**config.mk**
```make
export PLATFORM = sky130hd
export DESIGN_NAME = thermistor_fan_duty_controller_top
export DESIGN_NICKNAME = d
export VERILOG_FILES = /design/src/rtl/tfdc_pkg.sv /design/src/rtl/thermistor_fan_duty_controller_top.sv
export SDC_FILE = /design/constraint.sdc
export NUM_CORES = 1
export LEC_CHECK = 0
export ABC_CLOCK_PERIOD_IN_PS = 15400
export BUFFER_PORTS_ARGS = -buffer_cell sky130_fd_sc_hd__buf_2
export CAP_MARGIN = 20
export CORE_AREA = 8 8 350 182
export DETAILED_ROUTE_END_ITERATION = 10
export DIE_AREA = 0 0 358 190
export PLACE_DENSITY = 0.67
export SYNTH_ARGS = -nofsm -noshare
export SYNTH_HDL_FRONTEND = slang
export SYNTH_SLANG_ARGS = --single-unit
```
**constraint.sdc**
```tcl
create_clock -name aclk -period 15.4 [get_ports aclk]
set_input_delay 0 -clock aclk [delete_from_list [all_inputs] [get_ports aclk]]
set_output_delay 0 -clock aclk [all_outputs]
set_load 0.02 [all_outputs]
```
**src/rtl/tfdc_pkg.sv**
```systemverilog
// Package for the thermistor fan duty controller.
// Holds widths, fixed-point constants, the sequencer state type and the duty lookup.
// No dependencies.
package tfdc_pkg;

    localparam int ADC_BITS = 12;
    localparam int BYTE_W   = 8;
    localparam int DUTY_W   = 8;
    localparam int TEMP_W   = 22;

    // Divider resistance scale: 10000 ohms with 8 fraction bits.
    localparam int RSCALE_W = 22;
    localparam logic [RSCALE_W-1:0] RSCALE = RSCALE_W'(2560000);

    localparam int NUM_W   = RSCALE_W + ADC_BITS;
    localparam int DEN_W   = ADC_BITS + 1;
    localparam int CNT_W   = $clog2(NUM_W + 1);
    localparam int SLOPE_W = 15;
    localparam int PROD_W  = NUM_W + SLOPE_W;
    localparam int Q_W     = PROD_W + 2;
    localparam int FRAC_W  = 28;

    localparam logic [DEN_W-1:0] ADC_FULL = DEN_W'(1) << ADC_BITS;
    localparam logic [ADC_BITS-1:0] LED_THRESH =
        ADC_BITS'((64'd1 << (ADC_BITS - 1)) - 64'd1);

    // Segment bounds on the resistance, 8 fraction bits.
    localparam logic [NUM_W-1:0] R_A_LO = NUM_W'(64'd5933 * 64'd256);
    localparam logic [NUM_W-1:0] R_A_HI = NUM_W'(64'd15698 * 64'd256);
    localparam logic [NUM_W-1:0] R_B_LO = NUM_W'(64'd1919 * 64'd256);

    // Slopes in Q.20, offsets in Q.28.
    localparam logic [SLOPE_W-1:0] SLOPE_A = SLOPE_W'(2307);
    localparam logic [SLOPE_W-1:0] SLOPE_B = SLOPE_W'(7969);
    localparam logic [SLOPE_W-1:0] SLOPE_C = SLOPE_W'(28836);
    localparam logic signed [Q_W-1:0] OFFS_A = Q_W'(64'sd50027561 * 64'sd256);
    localparam logic signed [Q_W-1:0] OFFS_B = Q_W'(64'sd82750472 * 64'sd256);
    localparam logic signed [Q_W-1:0] OFFS_C = Q_W'(64'sd121886474 * 64'sd256);
    localparam logic signed [Q_W-1:0] TRUNC_BIAS = Q_W'((64'sd1 << FRAC_W) - 64'sd1);

    // Stream packing.
    localparam int IN_BITS    = ADC_BITS + BYTE_W;
    localparam int IN_TDATA_W = ((IN_BITS + 7) / 8) * 8;
    localparam int OUT_BITS   = DUTY_W + 1 + BYTE_W + TEMP_W;
    localparam int OUT_TDATA_W = ((OUT_BITS + 7) / 8) * 8;

    localparam logic CMD_ADC  = 1'b0;
    localparam logic CMD_GOAL = 1'b1;

    // Fan duty levels and gap thresholds.
    localparam int GAP_W = TEMP_W + 2;
    localparam logic [DUTY_W-1:0] DUTY_OFF   = DUTY_W'(0);
    localparam logic [DUTY_W-1:0] DUTY_FULL  = DUTY_W'(255);
    localparam logic [DUTY_W-1:0] DUTY_MID   = DUTY_W'(150);
    localparam logic [DUTY_W-1:0] DUTY_LOW   = DUTY_W'(70);
    localparam logic [DUTY_W-1:0] DUTY_BOOST = DUTY_W'(20);
    localparam logic signed [TEMP_W-1:0] COOL_TEMP = TEMP_W'(46);
    localparam logic signed [GAP_W-1:0] GAP_FULL_LO = -GAP_W'(75);
    localparam logic signed [GAP_W-1:0] GAP_FULL_HI = -GAP_W'(3);
    localparam logic signed [GAP_W-1:0] GAP_MID     = -GAP_W'(2);

    typedef enum logic [2:0] {
        ST_IDLE,
        ST_LOAD,
        ST_DIV,
        ST_PROD,
        ST_DIFF,
        ST_ROUND,
        ST_DONE
    } state_t;

    function automatic logic [DUTY_W-1:0] fan_level(
        input logic [BYTE_W-1:0]        goal,
        input logic signed [TEMP_W-1:0] temp
    );
        logic signed [GAP_W-1:0] gap;
        logic [DUTY_W-1:0]       extra;
        gap = $signed({{(GAP_W - BYTE_W){1'b0}}, goal})
            - $signed({{(GAP_W - TEMP_W){temp[TEMP_W-1]}}, temp});
        extra = (temp < COOL_TEMP) ? DUTY_BOOST : DUTY_OFF;
        if (gap >= 0) begin
            return DUTY_OFF;
        end else if (gap >= GAP_FULL_LO && gap <= GAP_FULL_HI) begin
            return DUTY_FULL;
        end else if (gap == GAP_MID) begin
            return DUTY_MID + extra;
        end else begin
            return DUTY_LOW + extra;
        end
    endfunction

endpackage

```
**src/rtl/thermistor_fan_duty_controller_top.sv**
```systemverilog
// Thermistor fan duty controller: goal byte handling, fan duty update and
// ADC-to-temperature conversion through a bit-serial divider.
// Depends on tfdc_pkg.
//
//  Channel | Direction | Ports                         | Contents
//  --------+-----------+-------------------------------+------------------------------------
//  s_      | in        | s_tvalid s_tready s_tdata s_tuser | command, adc_sample, rx_byte
//  m_      | out       | m_tvalid m_tready m_tdata     | fan_duty, led_on, tx_byte, temperature
//
// A goal transaction offers its result in the cycle after it is accepted; an ADC transaction
// passes through the LOAD, DIV, PROD, DIFF and ROUND states first, the restoring divider in
// DIV retiring one quotient bit per cycle. One item is in flight at a time: s_tready is high
// only when idle, from the cycle after the result is taken, and a result holds on m_tdata until
// m_tready takes it. Synchronous active-low reset clears the goal, temperature, duty
// and LED state and returns the sequencer to idle.
module thermistor_fan_duty_controller_top (
    input  logic                              aclk,
    input  logic                              aresetn,
    input  logic                              s_tvalid,
    output logic                              s_tready,
    // [11:0] adc_sample, [19:12] rx_byte, upper bits zero
    input  logic [tfdc_pkg::IN_TDATA_W-1:0]   s_tdata,
    // [0] command
    input  logic                              s_tuser,
    output logic                              m_tvalid,
    input  logic                              m_tready,
    // [7:0] fan_duty, [8] led_on, [16:9] tx_byte, [38:17] temperature, upper bits zero
    output logic [tfdc_pkg::OUT_TDATA_W-1:0]  m_tdata
);

    localparam int ADC_BITS = tfdc_pkg::ADC_BITS;
    localparam int NUM_W    = tfdc_pkg::NUM_W;
    localparam int DEN_W    = tfdc_pkg::DEN_W;
    localparam int CNT_W    = tfdc_pkg::CNT_W;
    localparam int PROD_W   = tfdc_pkg::PROD_W;
    localparam int Q_W      = tfdc_pkg::Q_W;
    localparam int TEMP_W   = tfdc_pkg::TEMP_W;
    localparam int BYTE_W   = tfdc_pkg::BYTE_W;
    localparam int DUTY_W   = tfdc_pkg::DUTY_W;
    localparam int SLOPE_W  = tfdc_pkg::SLOPE_W;
    localparam int FRAC_W   = tfdc_pkg::FRAC_W;

    tfdc_pkg::state_t state_reg, state_next;

    logic [BYTE_W-1:0]        goal_reg;
    logic                     goal_valid_reg;
    logic signed [TEMP_W-1:0] temp_reg;
    logic [DUTY_W-1:0]        duty_reg;
    logic                     led_reg;
    logic [BYTE_W-1:0]        tx_reg;
    logic [ADC_BITS-1:0]      adc_reg;
    logic [NUM_W-1:0]         num_reg;
    logic [DEN_W-1:0]         rem_reg;
    logic [DEN_W-1:0]         den_reg;
    logic [CNT_W-1:0]         cnt_reg;
    logic [PROD_W-1:0]        prod_reg;
    logic signed [Q_W-1:0]    q_reg;

    logic                     s_fire;
    logic                     m_fire;
    logic [ADC_BITS-1:0]      in_adc;
    logic [BYTE_W-1:0]        in_rx;
    logic [DEN_W:0]           rem_shift;
    logic [DEN_W:0]           den_ext;
    logic [DEN_W:0]           rem_sub;
    logic                     div_ge;
    logic [SLOPE_W-1:0]       slope_sel;
    logic signed [Q_W-1:0]    offs_sel;
    logic signed [Q_W-1:0]    q_adj;

    assign s_fire = s_tvalid && s_tready;
    assign m_fire = m_tvalid && m_tready;
    assign in_adc = s_tdata[ADC_BITS-1:0];
    assign in_rx  = s_tdata[ADC_BITS +: BYTE_W];

    // One restoring division step: the quotient bit shifts into num_reg as the
    // dividend bit shifts out.
    assign rem_shift = {rem_reg, num_reg[NUM_W-1]};
    assign den_ext   = {1'b0, den_reg};
    assign div_ge    = rem_shift >= den_ext;
    assign rem_sub   = rem_shift - den_ext;

    // Segment of the temperature law, chosen from the resistance in num_reg.
    always_comb begin
        if (num_reg >= tfdc_pkg::R_A_LO && num_reg <= tfdc_pkg::R_A_HI) begin
            slope_sel = tfdc_pkg::SLOPE_A;
            offs_sel  = tfdc_pkg::OFFS_A;
        end else if (num_reg >= tfdc_pkg::R_B_LO && num_reg < tfdc_pkg::R_A_LO) begin
            slope_sel = tfdc_pkg::SLOPE_B;
            offs_sel  = tfdc_pkg::OFFS_B;
        end else begin
            slope_sel = tfdc_pkg::SLOPE_C;
            offs_sel  = tfdc_pkg::OFFS_C;
        end
    end

    // Bias negative values so the arithmetic shift truncates toward zero.
    assign q_adj = q_reg[Q_W-1] ? (q_reg + tfdc_pkg::TRUNC_BIAS) : q_reg;

    // Next-state logic.
    always_comb begin
        state_next = state_reg;
        case (state_reg)
            tfdc_pkg::ST_IDLE: begin
                if (s_fire) begin
                    state_next = (s_tuser == tfdc_pkg::CMD_GOAL) ? tfdc_pkg::ST_DONE
                                                                 : tfdc_pkg::ST_LOAD;
                end
            end
            tfdc_pkg::ST_LOAD:  state_next = tfdc_pkg::ST_DIV;
            tfdc_pkg::ST_DIV: begin
                if (cnt_reg == CNT_W'(NUM_W - 1)) begin
                    state_next = tfdc_pkg::ST_PROD;
                end
            end
            tfdc_pkg::ST_PROD:  state_next = tfdc_pkg::ST_DIFF;
            tfdc_pkg::ST_DIFF:  state_next = tfdc_pkg::ST_ROUND;
            tfdc_pkg::ST_ROUND: state_next = tfdc_pkg::ST_DONE;
            tfdc_pkg::ST_DONE: begin
                if (m_fire) begin
                    state_next = tfdc_pkg::ST_IDLE;
                end
            end
            default: state_next = tfdc_pkg::ST_IDLE;
        endcase
    end

    // Handshake outputs.
    always_comb begin
        s_tready = (state_reg == tfdc_pkg::ST_IDLE);
        m_tvalid = (state_reg == tfdc_pkg::ST_DONE);
    end

    assign m_tdata = {{(tfdc_pkg::OUT_TDATA_W - tfdc_pkg::OUT_BITS){1'b0}},
                      temp_reg, tx_reg, led_reg, duty_reg};

    always_ff @(posedge aclk) begin
        if (!aresetn) begin
            state_reg      <= tfdc_pkg::ST_IDLE;
            goal_reg       <= '0;
            goal_valid_reg <= 1'b0;
            temp_reg       <= '0;
            duty_reg       <= '0;
            led_reg        <= 1'b0;
            tx_reg         <= '0;
        end else begin
            state_reg <= state_next;
            if (s_fire) begin
                if (s_tuser == tfdc_pkg::CMD_GOAL) begin
                    tx_reg         <= temp_reg[BYTE_W-1:0];
                    goal_reg       <= in_rx;
                    goal_valid_reg <= 1'b1;
                end else begin
                    tx_reg <= '0;
                    // Duty follows the temperature from before this sample.
                    if (goal_valid_reg) begin
                        duty_reg <= tfdc_pkg::fan_level(goal_reg, temp_reg);
                    end
                    led_reg <= (in_adc >= tfdc_pkg::LED_THRESH);
                end
            end
            if (state_reg == tfdc_pkg::ST_ROUND) begin
                temp_reg <= q_adj[FRAC_W +: TEMP_W];
            end
        end
    end

    // Datapath registers without reset.
    always_ff @(posedge aclk) begin
        case (state_reg)
            tfdc_pkg::ST_IDLE: begin
                if (s_fire) begin
                    adc_reg <= in_adc;
                end
            end
            tfdc_pkg::ST_LOAD: begin
                num_reg <= {{tfdc_pkg::RSCALE_W{1'b0}}, adc_reg}
                         * {{ADC_BITS{1'b0}}, tfdc_pkg::RSCALE};
                den_reg <= tfdc_pkg::ADC_FULL - {1'b0, adc_reg};
                rem_reg <= '0;
                cnt_reg <= '0;
            end
            tfdc_pkg::ST_DIV: begin
                num_reg <= {num_reg[NUM_W-2:0], div_ge};
                rem_reg <= div_ge ? rem_sub[DEN_W-1:0] : rem_shift[DEN_W-1:0];
                cnt_reg <= cnt_reg + CNT_W'(1);
            end
            tfdc_pkg::ST_PROD: begin
                prod_reg <= {{NUM_W{1'b0}}, slope_sel} * {{SLOPE_W{1'b0}}, num_reg};
            end
            tfdc_pkg::ST_DIFF: begin
                q_reg <= offs_sel - $signed({2'b00, prod_reg});
            end
            default: begin
            end
        endcase
    end

endmodule
```
==> metrics <==
status=completed; final setup margin=5640 ps; sequential fraction of the synthesis area=0.245; layout cell share with drive strength beyond 1=0.0531; Core Footprint=0.0585 mm^2; launch point of the worst hold path=aresetn; RSZ-0062 raised after global routing=no; Design Area, Final=0.0284 mm^2; worst-path fanout max=46; TritonRoute pass-1 iters=5; DRC errors left=0; CTS Buf Count=22; antenna violations before repair=0; postcts setup bufs=0; number of max-cap violations=0; Yosys Warn Count=0; Critical-path top delay cell=edfxtp_1; Reg2Reg Setup Slack=5640 ps; via count=18,500; Rows=63; post-route antenna net violation count=0; Die ar.=0.0680 mm^2; dpl cell area=0.0274 mm^2; clk_lat worst skew=570 ps; WL/cell=18.0 um; vias in the first global route=18,700; first-pass GRT wire length=104,000 um; CTS sink cnt=229; crit start category=flop; IO Port Bufs=65; main combinational cell family by area after synthesis=adder cells; width of the die=358 um; Slew Viols, Final=0; Avg Inst Size Synth=9.70 um^2; vias per cell=5.12; Syn Inst Count=2,682; nets@finish=3,455; worst r2r src=num_reg[24]; worst r2r path cells=29; async set-reset flop share out of synthesis=0; Top cell by count, worst path=fa_1; flip-flop count of the largest register after layout=51; dominant synthesized flop cell=edfxtp_1; CP delay by family, top=adder cells; DIE HEIGHT=190 um; worst-margin pin slew=837 ps; r2r endpoint=prod_reg[46]; hold path endpoint=goal_valid_reg; # IOs=71; pre-CTS WS=5750 ps; final wirelength=65,000 um; Bufs on Longest Clock Path=3; root buffer cell=clkbuf_16; CP arrival=10,050 ps; Critical Path RT=15,690 ps; Mapped Area=0.0260 mm^2; Total GRT Usage=0.192; # setup viols final=0; largest net degree at the start of global routing=58; worst min path class=input port to flop; Cell variety after synth=83; compound-cell area share of the yosys netlist=0.101; fmax=102 MHz; post-synth top area share=0.258; adder-cell area share of the yosys netlist=0.395; Starting Density=0.445; GPL Wtd Cong=0.968; largest area contributor in the netlist=fa_1; synth cell count leaders=667 x inv_1, 336 x fa_1, 283 x ha_1, 182 x nand2_1, 178 x edfxtp_1; crit share post-route=0.634; clock slew at reported path FFs=70 ps; Fin. Hold Viols=0; Area Growth Syn to Fin=9.05%; TNS Setup=0 ps; Worst Hold Path Cells=2; remaining global-route overflow=0; htree depth=1; CP Class=flop to flop; post-synthesis simple-gate area fraction=0.101; Post-synth EDFFs=178; final clock skew=37.5 ps; WP buf/inv=7; Tmin final=9760 ps; slew margin rel.=0.442; cell with the most instances after synthesis=inv_1; #FFs+latches synth=229; Post-Synth XOR/XNOR Area=0.0481; top cells by area, synth=fa_1 26%, edfxtp_1 21%, ha_1 14%, inv_1 9.6%, dfxtp_1 3.9%; CTS tree=done; Iter 0 DRT Violations=1,483; CP peak stage delay=650 ps; post-synthesis mux area share=0.00269; HPWL Detailed=54,900 um; Critical Path Sink Type=flop
timing repair:
| action | 4_1_cts | 5_1_grt |
|---|---|---|
| resized for setup | 0 | 0 |
| endpoints found under the setup margin | 0 | 0 |
| endpoints found under the hold margin | 24 | 0 |
| hold buffers | 24 | 0 |
cells by family after synthesis:
kind of cell	count (synthesis)
compound gates	383
flops	229
other cells	2
simple gates	554
xor+xnor	143
fa+ha+maj	619
buf+inv	745
mux	7
how the worst max path moves through the flow:
stage                startpoint            to  slack (ps)  cells after the start
floorplan           num_reg[24]  prod_reg[47]        7440                     29
global placement    num_reg[25]  prod_reg[46]        5730                     29
detailed placement  num_reg[25]  prod_reg[46]        5750                     29
CTS                 num_reg[25]  prod_reg[46]        5720                     29
global route        num_reg[25]  prod_reg[48]        5120                     29
finish              num_reg[24]  prod_reg[46]        5640                     29
worst reg2reg max path, delay by kind of cell, from the launching register on:
kind / cells / cell delay, ps
adder cells (fa/ha/maj): 7 / 3480
AND/OR/NAND/NOR: 8 / 1880
AO/OA/AOI/OAI: 6 / 2040
buffers and inverters: 7 / 1330
flip-flops: 1 / 650
XOR/XNOR: 1 / 110
area by class of cell:
type	instances	area (um^2)
diodes	1	2.50
repair buffers	101	668
flip-flops and latches	229	6370
clock inverters	11	95.1
clock buffers	29	608
well taps	780	976
multi-input cells	1781	17100
fillers	5389	30100
inverters	672	2520
through the flow:
| step | hold WS (ps) | cells | utilization |
|---|---|---|---|
| final | 102 | 3604 | 0.485 |
| after global routing | 137 | 3603 | 0.485 |
| after CTS | 69.6 | 3601 | 0.485 |
| after detailed placement | 194 | 3537 | 0.469 |
| after global placement | 195 | 3537 | 0.469 |
| after floorplan | 98.9 | 2755 | - |
cells in the final DEF, fill, tap and decap left out, types with 6 or more instances in the layout:
cell,netlist,layout
nand3_1,32,32
nor3_1,28,28
fa_1,336,336
or2_2,7,7
nor4_1,19,19
o211a_1,19,19
nor2_1,160,159
and2_1,16,16
nor2b_1,25,25
and4_1,6,6
o21ai_0,59,59
edfxtp_1,178,178
a21boi_0,15,15
mux2i_1,7,7
inv_1,667,667
o2111ai_1,6,6
o21a_1,23,23
and3_1,12,12
o21ai_1,7,7
a21oi_1,98,98
o21bai_1,16,16
clkbuf_16,0,23
ha_1,283,283
buf_2,4,65
o31ai_1,7,7
o211ai_1,10,10
a22oi_1,11,11
a211oi_1,14,14
or3_1,7,7
buf_4,2,11
nand4_1,17,17
a31oi_1,17,17
conb_1,2,75
a21o_1,34,34
xor2_1,47,47
dfxtp_1,51,51
xnor2_1,96,96
nand2b_1,16,15
dlygate4sd3_1,0,24
nand2_1,182,181
per-layer routing:
layer	vias to the layer above	global-route usage	routed length, um
met4	0	0.0224	679
met3	42	0.0629	7000
met5	-	0	0
met1	9072	0.310	33500
met2	593	0.250	23800
li1	8763	-	-
Power is not shown: default switching activity piles up to over one toggle a cycle in this logic, so the estimate is an artifact.
